--- src/hw/rtl/pebc_pkg.sv ---
// ----------------------------------------------------------------------------
// pebc_pkg
// Shared widths, register codes, datapath selects and the control program
// of the position error biquad compensator.
// ----------------------------------------------------------------------------
package pebc_pkg;

  localparam int CountW   = 32;
  localparam int ScaleW   = 24;
  localparam int CoefW    = 18;
  localparam int DutyW    = 16;
  localparam int QW       = 32;
  localparam int SumW     = CountW + 2;
  localparam int OpAW     = ScaleW + 1;
  localparam int OpBW     = QW;
  localparam int ProdW    = OpAW + OpBW;
  localparam int AccW     = ProdW + 1;
  localparam int HiProdW  = (SumW - 16) + ScaleW;
  localparam int CfgIdxW  = 3;
  localparam int CfgDataW = ScaleW;
  localparam int ProgLen  = 9;
  localparam int StepW    = $clog2(ProgLen);
  localparam int DutyMax  = 32767;

  typedef enum logic [CfgIdxW-1:0] {
    REG_COUNT_SCALE = 3'd0,
    REG_COEF_B0     = 3'd1,
    REG_COEF_B1     = 3'd2,
    REG_COEF_B2     = 3'd3,
    REG_COEF_A1     = 3'd4,
    REG_COEF_A2     = 3'd5
  } reg_idx_t;

  typedef enum logic [2:0] {
    A_SCALE,
    A_B0,
    A_B1,
    A_B2,
    A_A1,
    A_A2
  } a_sel_t;

  typedef enum logic [2:0] {
    B_SUM_LO,
    B_SUM_HI,
    B_ERR,
    B_E1,
    B_E2,
    B_Y1,
    B_Y2
  } b_sel_t;

  typedef enum logic [1:0] {
    ACC_HOLD,
    ACC_LOAD,
    ACC_ADD,
    ACC_ADD_HI
  } acc_op_t;

  typedef struct packed {
    a_sel_t  a_sel;
    b_sel_t  b_sel;
    acc_op_t acc_op;
    logic    commit_err;
    logic    skip_on_stop;
    logic    finish;
  } ctrl_t;

  localparam logic [StepW-1:0] FinishStep = StepW'(ProgLen - 1);

  // control program, one word per step
  function automatic ctrl_t prog_word(input logic [StepW-1:0] step);
    ctrl_t w;
    w = '{a_sel: A_SCALE, b_sel: B_SUM_LO, acc_op: ACC_HOLD,
          commit_err: 1'b0, skip_on_stop: 1'b0, finish: 1'b0};
    unique case (step)
      4'd0: begin
        w.a_sel = A_SCALE;
        w.b_sel = B_SUM_LO;
      end
      4'd1: begin
        w.a_sel  = A_SCALE;
        w.b_sel  = B_SUM_HI;
        w.acc_op = ACC_LOAD;
      end
      4'd2: begin
        w.a_sel  = A_A1;
        w.b_sel  = B_Y1;
        w.acc_op = ACC_ADD_HI;
      end
      4'd3: begin
        w.a_sel        = A_A2;
        w.b_sel        = B_Y2;
        w.acc_op       = ACC_LOAD;
        w.commit_err   = 1'b1;
        w.skip_on_stop = 1'b1;
      end
      4'd4: begin
        w.a_sel  = A_B1;
        w.b_sel  = B_E1;
        w.acc_op = ACC_ADD;
      end
      4'd5: begin
        w.a_sel  = A_B2;
        w.b_sel  = B_E2;
        w.acc_op = ACC_ADD;
      end
      4'd6: begin
        w.a_sel  = A_B0;
        w.b_sel  = B_ERR;
        w.acc_op = ACC_ADD;
      end
      4'd7: begin
        w.acc_op = ACC_ADD;
      end
      4'd8: begin
        w.finish = 1'b1;
      end
      default: begin
        w.finish = 1'b1;
      end
    endcase
    return w;
  endfunction

endpackage

--- src/hw/rtl/position_error_biquad_compensator.sv ---
// ----------------------------------------------------------------------------
// position_error_biquad_compensator
// Scales the leader/follower encoder position error to Q16.16 and runs a
// direct form I biquad over it, emitting a clamped Q1.15 motor duty.
// ----------------------------------------------------------------------------
//  channel   handshake               payload
//  input     in_valid / in_stall     leader_count, follower_count, stopping
//  output    out_valid / out_stall   duty
//  config    cfg_valid / cfg_ready   cfg_index, cfg_data
//
//  one item at a time: an item runs nine program steps, and no new item is
//  taken until it is done; the single shared 25x32 multiplier takes one
//  product per step. a stopping item jumps from step 3 to the final step.
//  rst clears the coefficients to defaults and all histories to zero.
//  the final step waits while a previous duty is still stalled at the output.
// ----------------------------------------------------------------------------
module position_error_biquad_compensator
  import pebc_pkg::*;
(
  input  logic                       clk,
  input  logic                       rst,
  input  logic                       in_valid,
  output logic                       in_stall,
  input  logic signed [CountW-1:0]   leader_count,
  input  logic signed [CountW-1:0]   follower_count,
  input  logic                       stopping,
  output logic                       out_valid,
  input  logic                       out_stall,
  output logic signed [DutyW-1:0]    duty,
  input  logic                       cfg_valid,
  output logic                       cfg_ready,
  input  logic [CfgIdxW-1:0]         cfg_index,
  input  logic [CfgDataW-1:0]        cfg_data
);

  logic [ScaleW-1:0]       count_scale;
  logic signed [CoefW-1:0] coef_b0, coef_b1, coef_b2, coef_a1, coef_a2;

  logic signed [QW-1:0]    last_error, older_error, last_output, older_output;
  logic signed [QW-1:0]    err;
  logic signed [SumW-1:0]  sum;
  logic                    stop;

  logic                    busy;
  logic [StepW-1:0]        step, step_next;
  ctrl_t                   ctrl;

  logic signed [OpAW-1:0]  op_a;
  logic signed [OpBW-1:0]  op_b;
  logic signed [ProdW-1:0] prod;
  logic signed [AccW-1:0]  acc, acc_next;
  logic signed [AccW-1:0]  err_rnd, y_rnd;
  logic signed [QW-1:0]    err_sat, y_sat;
  logic signed [QW:0]      d_full;
  logic signed [DutyW-1:0] d_clamp;
  logic                    in_accept, out_free, finishing;

  assign cfg_ready = 1'b1;
  assign in_stall  = busy;
  assign in_accept = in_valid && !busy;
  assign ctrl      = prog_word(step);
  assign out_free  = !out_valid || !out_stall;
  assign finishing = busy && ctrl.finish && out_free;

  // configuration registers
  always_ff @(posedge clk) begin
    if (rst) begin
      count_scale <= ScaleW'(49637);
      coef_b0     <= CoefW'(46819);
      coef_b1     <= -CoefW'(25998);
      coef_b2     <= -CoefW'(19779);
      coef_a1     <= CoefW'(25867);
      coef_a2     <= CoefW'(38365);
    end else if (cfg_valid && cfg_ready) begin
      case (cfg_index)
        REG_COUNT_SCALE: count_scale <= cfg_data;
        REG_COEF_B0:     coef_b0     <= cfg_data[CoefW-1:0];
        REG_COEF_B1:     coef_b1     <= cfg_data[CoefW-1:0];
        REG_COEF_B2:     coef_b2     <= cfg_data[CoefW-1:0];
        REG_COEF_A1:     coef_a1     <= cfg_data[CoefW-1:0];
        REG_COEF_A2:     coef_a2     <= cfg_data[CoefW-1:0];
        default: ;
      endcase
    end
  end

  // sequencer
  always_comb begin
    if (ctrl.skip_on_stop && stop) begin
      step_next = FinishStep;
    end else begin
      step_next = step + StepW'(1);
    end
  end

  always_ff @(posedge clk) begin
    if (rst) begin
      busy <= 1'b0;
      step <= '0;
    end else if (in_accept) begin
      busy <= 1'b1;
      step <= '0;
    end else if (finishing) begin
      busy <= 1'b0;
      step <= '0;
    end else if (busy && !ctrl.finish) begin
      step <= step_next;
    end
  end

  // operand selection
  always_comb begin
    unique case (ctrl.a_sel)
      A_SCALE: op_a = signed'({1'b0, count_scale});
      A_B0:    op_a = OpAW'(coef_b0);
      A_B1:    op_a = OpAW'(coef_b1);
      A_B2:    op_a = OpAW'(coef_b2);
      A_A1:    op_a = OpAW'(coef_a1);
      A_A2:    op_a = OpAW'(coef_a2);
      default: op_a = '0;
    endcase
    unique case (ctrl.b_sel)
      B_SUM_LO: op_b = signed'({16'b0, sum[15:0]});
      B_SUM_HI: op_b = OpBW'(signed'(sum[SumW-1:16]));
      B_ERR:    op_b = err;
      B_E1:     op_b = last_error;
      B_E2:     op_b = older_error;
      B_Y1:     op_b = last_output;
      B_Y2:     op_b = older_output;
      default:  op_b = '0;
    endcase
  end

  // accumulator
  always_comb begin
    case (ctrl.acc_op)
      ACC_LOAD:   acc_next = AccW'(prod);
      ACC_ADD:    acc_next = acc + AccW'(prod);
      ACC_ADD_HI: acc_next = acc + signed'({prod[HiProdW-1:0], 16'b0});
      default:    acc_next = acc;
    endcase
  end

  // rounding and saturation
  always_comb begin
    err_rnd = (acc + AccW'(128)) >>> 8;
    if (!(&err_rnd[AccW-1:QW-1] || ~|err_rnd[AccW-1:QW-1])) begin
      err_sat = err_rnd[AccW-1] ? {1'b1, {(QW-1){1'b0}}} : {1'b0, {(QW-1){1'b1}}};
    end else begin
      err_sat = err_rnd[QW-1:0];
    end
    y_rnd = (acc + AccW'(32768)) >>> 16;
    if (!(&y_rnd[AccW-1:QW-1] || ~|y_rnd[AccW-1:QW-1])) begin
      y_sat = y_rnd[AccW-1] ? {1'b1, {(QW-1){1'b0}}} : {1'b0, {(QW-1){1'b1}}};
    end else begin
      y_sat = y_rnd[QW-1:0];
    end
    d_full = (signed'({y_sat[QW-1], y_sat}) + (QW+1)'(1)) >>> 1;
    if (d_full > (QW+1)'(DutyMax)) begin
      d_clamp = DutyW'(DutyMax);
    end else if (d_full < -(QW+1)'(DutyMax)) begin
      d_clamp = -DutyW'(DutyMax);
    end else begin
      d_clamp = d_full[DutyW-1:0];
    end
  end

  // datapath
  always_ff @(posedge clk) begin
    if (in_accept) begin
      sum  <= -SumW'(leader_count) - SumW'(follower_count);
      stop <= stopping;
    end
    if (busy) begin
      prod <= op_a * op_b;
      acc  <= acc_next;
      if (ctrl.commit_err) begin
        err <= err_sat;
      end
    end
  end

  // history
  always_ff @(posedge clk) begin
    if (rst) begin
      last_error   <= '0;
      older_error  <= '0;
      last_output  <= '0;
      older_output <= '0;
    end else if (finishing) begin
      older_error  <= last_error;
      last_error   <= err;
      older_output <= last_output;
      if (!stop) begin
        last_output <= y_sat;
      end
    end
  end

  // output register
  always_ff @(posedge clk) begin
    if (rst) begin
      out_valid <= 1'b0;
    end else if (finishing) begin
      out_valid <= 1'b1;
    end else if (!out_stall) begin
      out_valid <= 1'b0;
    end
  end

  always_ff @(posedge clk) begin
    if (finishing) begin
      duty <= stop ? '0 : d_clamp;
    end
  end

  assert property (@(posedge clk) disable iff (rst)
    busy |-> step < StepW'(ProgLen))
    else $error("step counter ran past the program");

  assert property (@(posedge clk) disable iff (rst)
    !busy |-> step == '0)
    else $error("step counter not parked while idle");

  assert property (@(posedge clk) disable iff (rst)
    in_valid && !in_stall |=> busy && step == '0)
    else $error("accepted transaction did not start the program");

  assert property (@(posedge clk) disable iff (rst)
    out_valid && !$past(out_valid) |-> $past(busy))
    else $error("output raised without a running program");

  assert property (@(posedge clk) disable iff (rst)
    busy && ctrl.skip_on_stop && stop |=> step == FinishStep)
    else $error("stopping transaction did not jump to the final step");

endmodule
--- config.mk ---
export PLATFORM = sky130hd
export DESIGN_NAME = position_error_biquad_compensator
export DESIGN_NICKNAME = d
export VERILOG_FILES = /design/src/hw/rtl/pebc_pkg.sv /design/src/hw/rtl/position_error_biquad_compensator.sv
export SDC_FILE = /design/constraint.sdc
export NUM_CORES = 2
export LEC_CHECK = 0
export BUFFER_PORTS_ARGS = -buffer_cell sky130_fd_sc_hd__buf_2
export CAP_MARGIN = 10
export CORE_AREA = 5 5 339 341
export CTS_CLUSTER_DIAMETER = 120
export CTS_CLUSTER_SIZE = 40
export DETAILED_ROUTE_END_ITERATION = 6
export DIE_AREA = 0 0 344 346
export PLACE_DENSITY = 0.68
export SLEW_MARGIN = 20
export SYNTH_ARGS = -nofsm -noshare
export SYNTH_HDL_FRONTEND = slang
export SYNTH_SLANG_ARGS = --single-unit
export TNS_END_PERCENT = 1
--- constraint.sdc ---
create_clock -name clk -period 8.65 [get_ports clk]
set_input_delay 0.4325 -clock clk [delete_from_list [all_inputs] [get_ports clk]]
set_output_delay 0.4325 -clock clk [all_outputs]
set_load 0.01 [all_outputs]
==> flow_summary.json <==
{
  "arrival_ns": 9.39,
  "crit_path_frequent_cell": "fa_1",
  "portBuffers": 114,
  "yosysTopAreaCell": "fa_1",
  "final_util": 0.571,
  "drtIter0Drc": 4749,
  "min_path_cells": 1,
  "cts_sinks": 446,
  "reg2reg_depth": 36,
  "routabilityCongestion": 1.03,
  "hold-path-endpoint": "stop",
  "nNetsFinal": 8042,
  "fp-row-count": 123,
  "grt.overflow.total": 0,
  "antenna_found_initial": 9,
  "clock.fmax_ghz": 0.111,
  "via_count": 48100,
  "design.core.area_mm2": 0.112,
  "drc": 11,
  "hold_viol_final": 0,
  "cts_buffer_depth": 3,
  "r2r_slack_ns": -0.40,
  "layout_setup_ws_ns": -0.397,
  "r2r_start": "step[0]",
  "failed_checks": "DRC, setup timing",
  "outcome": "complete, but fails checks",
  "finalSetupViolations": 14,
  "synth_top_area_share": 0.297,
  "fp.dieH_um": 346,
  "drtPass1Iterations": 7,
  "wire_per_inst_um": 22.4,
  "yosys-top-cells-area": "fa_1 30%, edfxtp_1 11%, dfxtp_1 9.0%, nand2_1 7.6%, ha_1 7.4%",
  "cts-root-buf": "clkbuf_16",
  "rsz0062_at_grt": "yes",
  "worst-path-buf-inv": 11,
  "yosys.area_share.xor_xnor": 0.0440,
  "start_util": 0.496,
  "area_growth_pct": 15.2,
  "ir_drop_mv": 1.26,
  "dieWidth_um": 344,
  "numCtsBuffers": 16,
  "startpoint_type": "flip-flop",
  "die_area_mm2": 0.119,
  "clk_pin_slew_worst_paths_ns": 0.15,
  "critPathCaptureType": "flip-flop",
  "grt_max_degree": 90,
  "timing.final.crit_share": 1.05,
  "synth_top_family_by_area": "adder cells",
  "maxSlewViolCount": 0,
  "synth-adder-area-share": 0.371,
  "hold_class": "input pin to flip-flop",
  "grt_pass1_vias": 48300,
  "path_delay_family": "adder cells",
  "synth_simple_gate_area_share": 0.178,
  "htree_levels": 1,
  "worst-path-max-fanout": 15,
  "ys_seq_area_frac": 0.197,
  "postCtsHoldBufs": 0,
  "ant_nets": 0,
  "synth_edf_count": 198,
  "r2r_end": "prod[56]",
  "drt_wl_total_um": 186000,
  "fin_worst_skew_ns": 0.0249,
  "slowest_stage": "fa_1",
  "leakage_nw": 30.0,
  "drive_gt1_frac": 0.134,
  "cts_tree": "yes",
  "async_flop_share": 0,
  "yosysWarnings": 0,
  "dominantRegCellSynth": "dfxtp_1",
  "cpPeakStageDelay_ns": 0.56,
  "yosysUniqueCellTypes": 94,
  "maxSlewHeadroom": 0.114,
  "layout_common_cells": "1121 x nand2_1, 968 x inv_1, 816 x fa_1, 508 x nor2_1, 499 x buf_4",
  "syn-mean-instance-area_um2": 8.69,
  "synth_fp_nets": 7616,
  "worstHoldStart": "stopping",
  "vias_per_cell": 5.79,
  "fin_crit_ns": 9.05,
  "pin_count": 116,
  "synth_area_mm2": 0.0553,
  "grt_usage": 0.311,
  "dp_hpwl_um": 150000,
  "grt.met1_usage": 0.421,
  "synthMuxAreaShare": 0.00780,
  "tightest_slew_ns": 1.31,
  "final_common_cell": "nand2_1",
  "grtUsageMet2": 0.494,
  "clk_latency_ns": 0.58,
  "grt_busiest_layer": "met2",
  "drv_cap": 0,
  "grt_pass1_wl_um": 285000,
  "worst_hold_slack_ns": 0.0375,
  "synthCells": 6370,
  "required_ns": 8.99,
  "critPathLaunch": "step[0]",
  "power_density_mw_per_mm2": 410,
  "synth_compound_area_frac": 0.114,
  "synth-seq-cells": 446,
  "gr-usage-met3": 0.0522,
  "path_class": "flip-flop to flip-flop"
}
[kinds of logic (layout without fill, tap and decap cells)]
group,after synthesis,after routing
and+or+nand+nor,2205,2205
buffers and inverters,1292,1728
adders and majority gates,1149,1149
AOI/OAI and AO/OA,956,956
DFF,446,446
xor gates and xnor gates,278,278
muxes,43,43
other,1,4
[timing repair]
item / 4_1_cts / 5_1_grt
gates resized for setup: 79 / 34
setup buffers: 28 / 0
endpoints found under the setup margin: 32 / 27
pin swaps: 46 / 26
gates cloned: 2 / 0
[synth_stat cells (all sizes together) (35+ instances only)]
library cell and number:
nand2b 40, o211ai 35, nand3 100, and2 36, nand4 73, a21oi 368, nor3 60, nand3b 66
nand2 1123, xor2 101, nor2 519, clkbuf 296, a22oi 46, edfxtp 198, ha 327, dfxtp 248
xnor2 177, and3 52, inv 973, o21ai 129, mux2i 42, fa 822, a21o 90, a222oi 60
[worst max path at each step]
| stage | to | slack (ns) | cells after the start |
|---|---|---|---|
| after floorplan | prod[56] | -0.01 | 33 |
| after global placement | prod[54] | -1.16 | 33 |
| after detailed placement | prod[56] | -1.39 | 33 |
| after CTS | prod[56] | -0.36 | 35 |
| after global routing | prod[56] | -0.65 | 36 |
| final | prod[56] | -0.40 | 36 |
[power by group]
part / switching [mW] / internal (mW)
Sequential: 0.360 / 3.04
Combinational: 12.2 / 9.43
Clock: 0.718 / 0.394
[routing by layer]
layer,up-vias,share of wire
li1,21400,-
met5,-,0.00013
met4,4,0.056
met3,519,0.096
met1,23800,0.39
met2,2402,0.46
[final cells by class]
type	instances	area, um^2
Clock buffer	23	448
Clock inverter	5	97.6
Timing Repair Buffer	727	6510
Multi-Input combinational cell	4632	40200
Tap cell	1500	1880
Fill cell	9907	47800
Sequential cell	446	10900
Antenna cell	3	7.51
Inverter	973	3660
[registers in the layout, summed over array words and instances, names as in the netlist, 24 cells and up]
name and flops:
acc 58, prod 57, sum 34, err 32, last_error 32, last_output 32
older_error 32, older_output 32, count_scale 24
[worst reg2reg max path: cells and delay by family, from the launching register on]
kind / cells / cell delay, ns
flip-flops: 1 / 0.39
buffers and inverters: 11 / 1.29
adder cells (fa/ha/maj): 9 / 4.02
XOR/XNOR: 1 / 0.13
AND/OR/NAND/NOR: 4 / 1.09
AO/OA/AOI/OAI: 11 / 1.88
[metrics by stage]
| stage | setup WS (ns) | cells | TNS (ns) | cell area (um^2) | power [mW] |
|---|---|---|---|---|---|
| 4_1_cts | -0.364 | 8305 | -3.03 | 63600 | 25.6 |
| 3_5_place_dp | -1.39 | 8247 | -21.79 | 62400 | 23.5 |
| 3_3_place_gp | -1.16 | 8247 | -16.14 | 62400 | 23.3 |
| 5_1_grt | -0.654 | 8307 | -8.21 | 63700 | 28.1 |
| 2_1_floorplan | -0.00970 | 6370 | -0.0158 | 55600 | 14.6 |
| 6_report | -0.397 | 8309 | -3.22 | 63700 | 26.1 |
(Power assumes the default switching activity.)
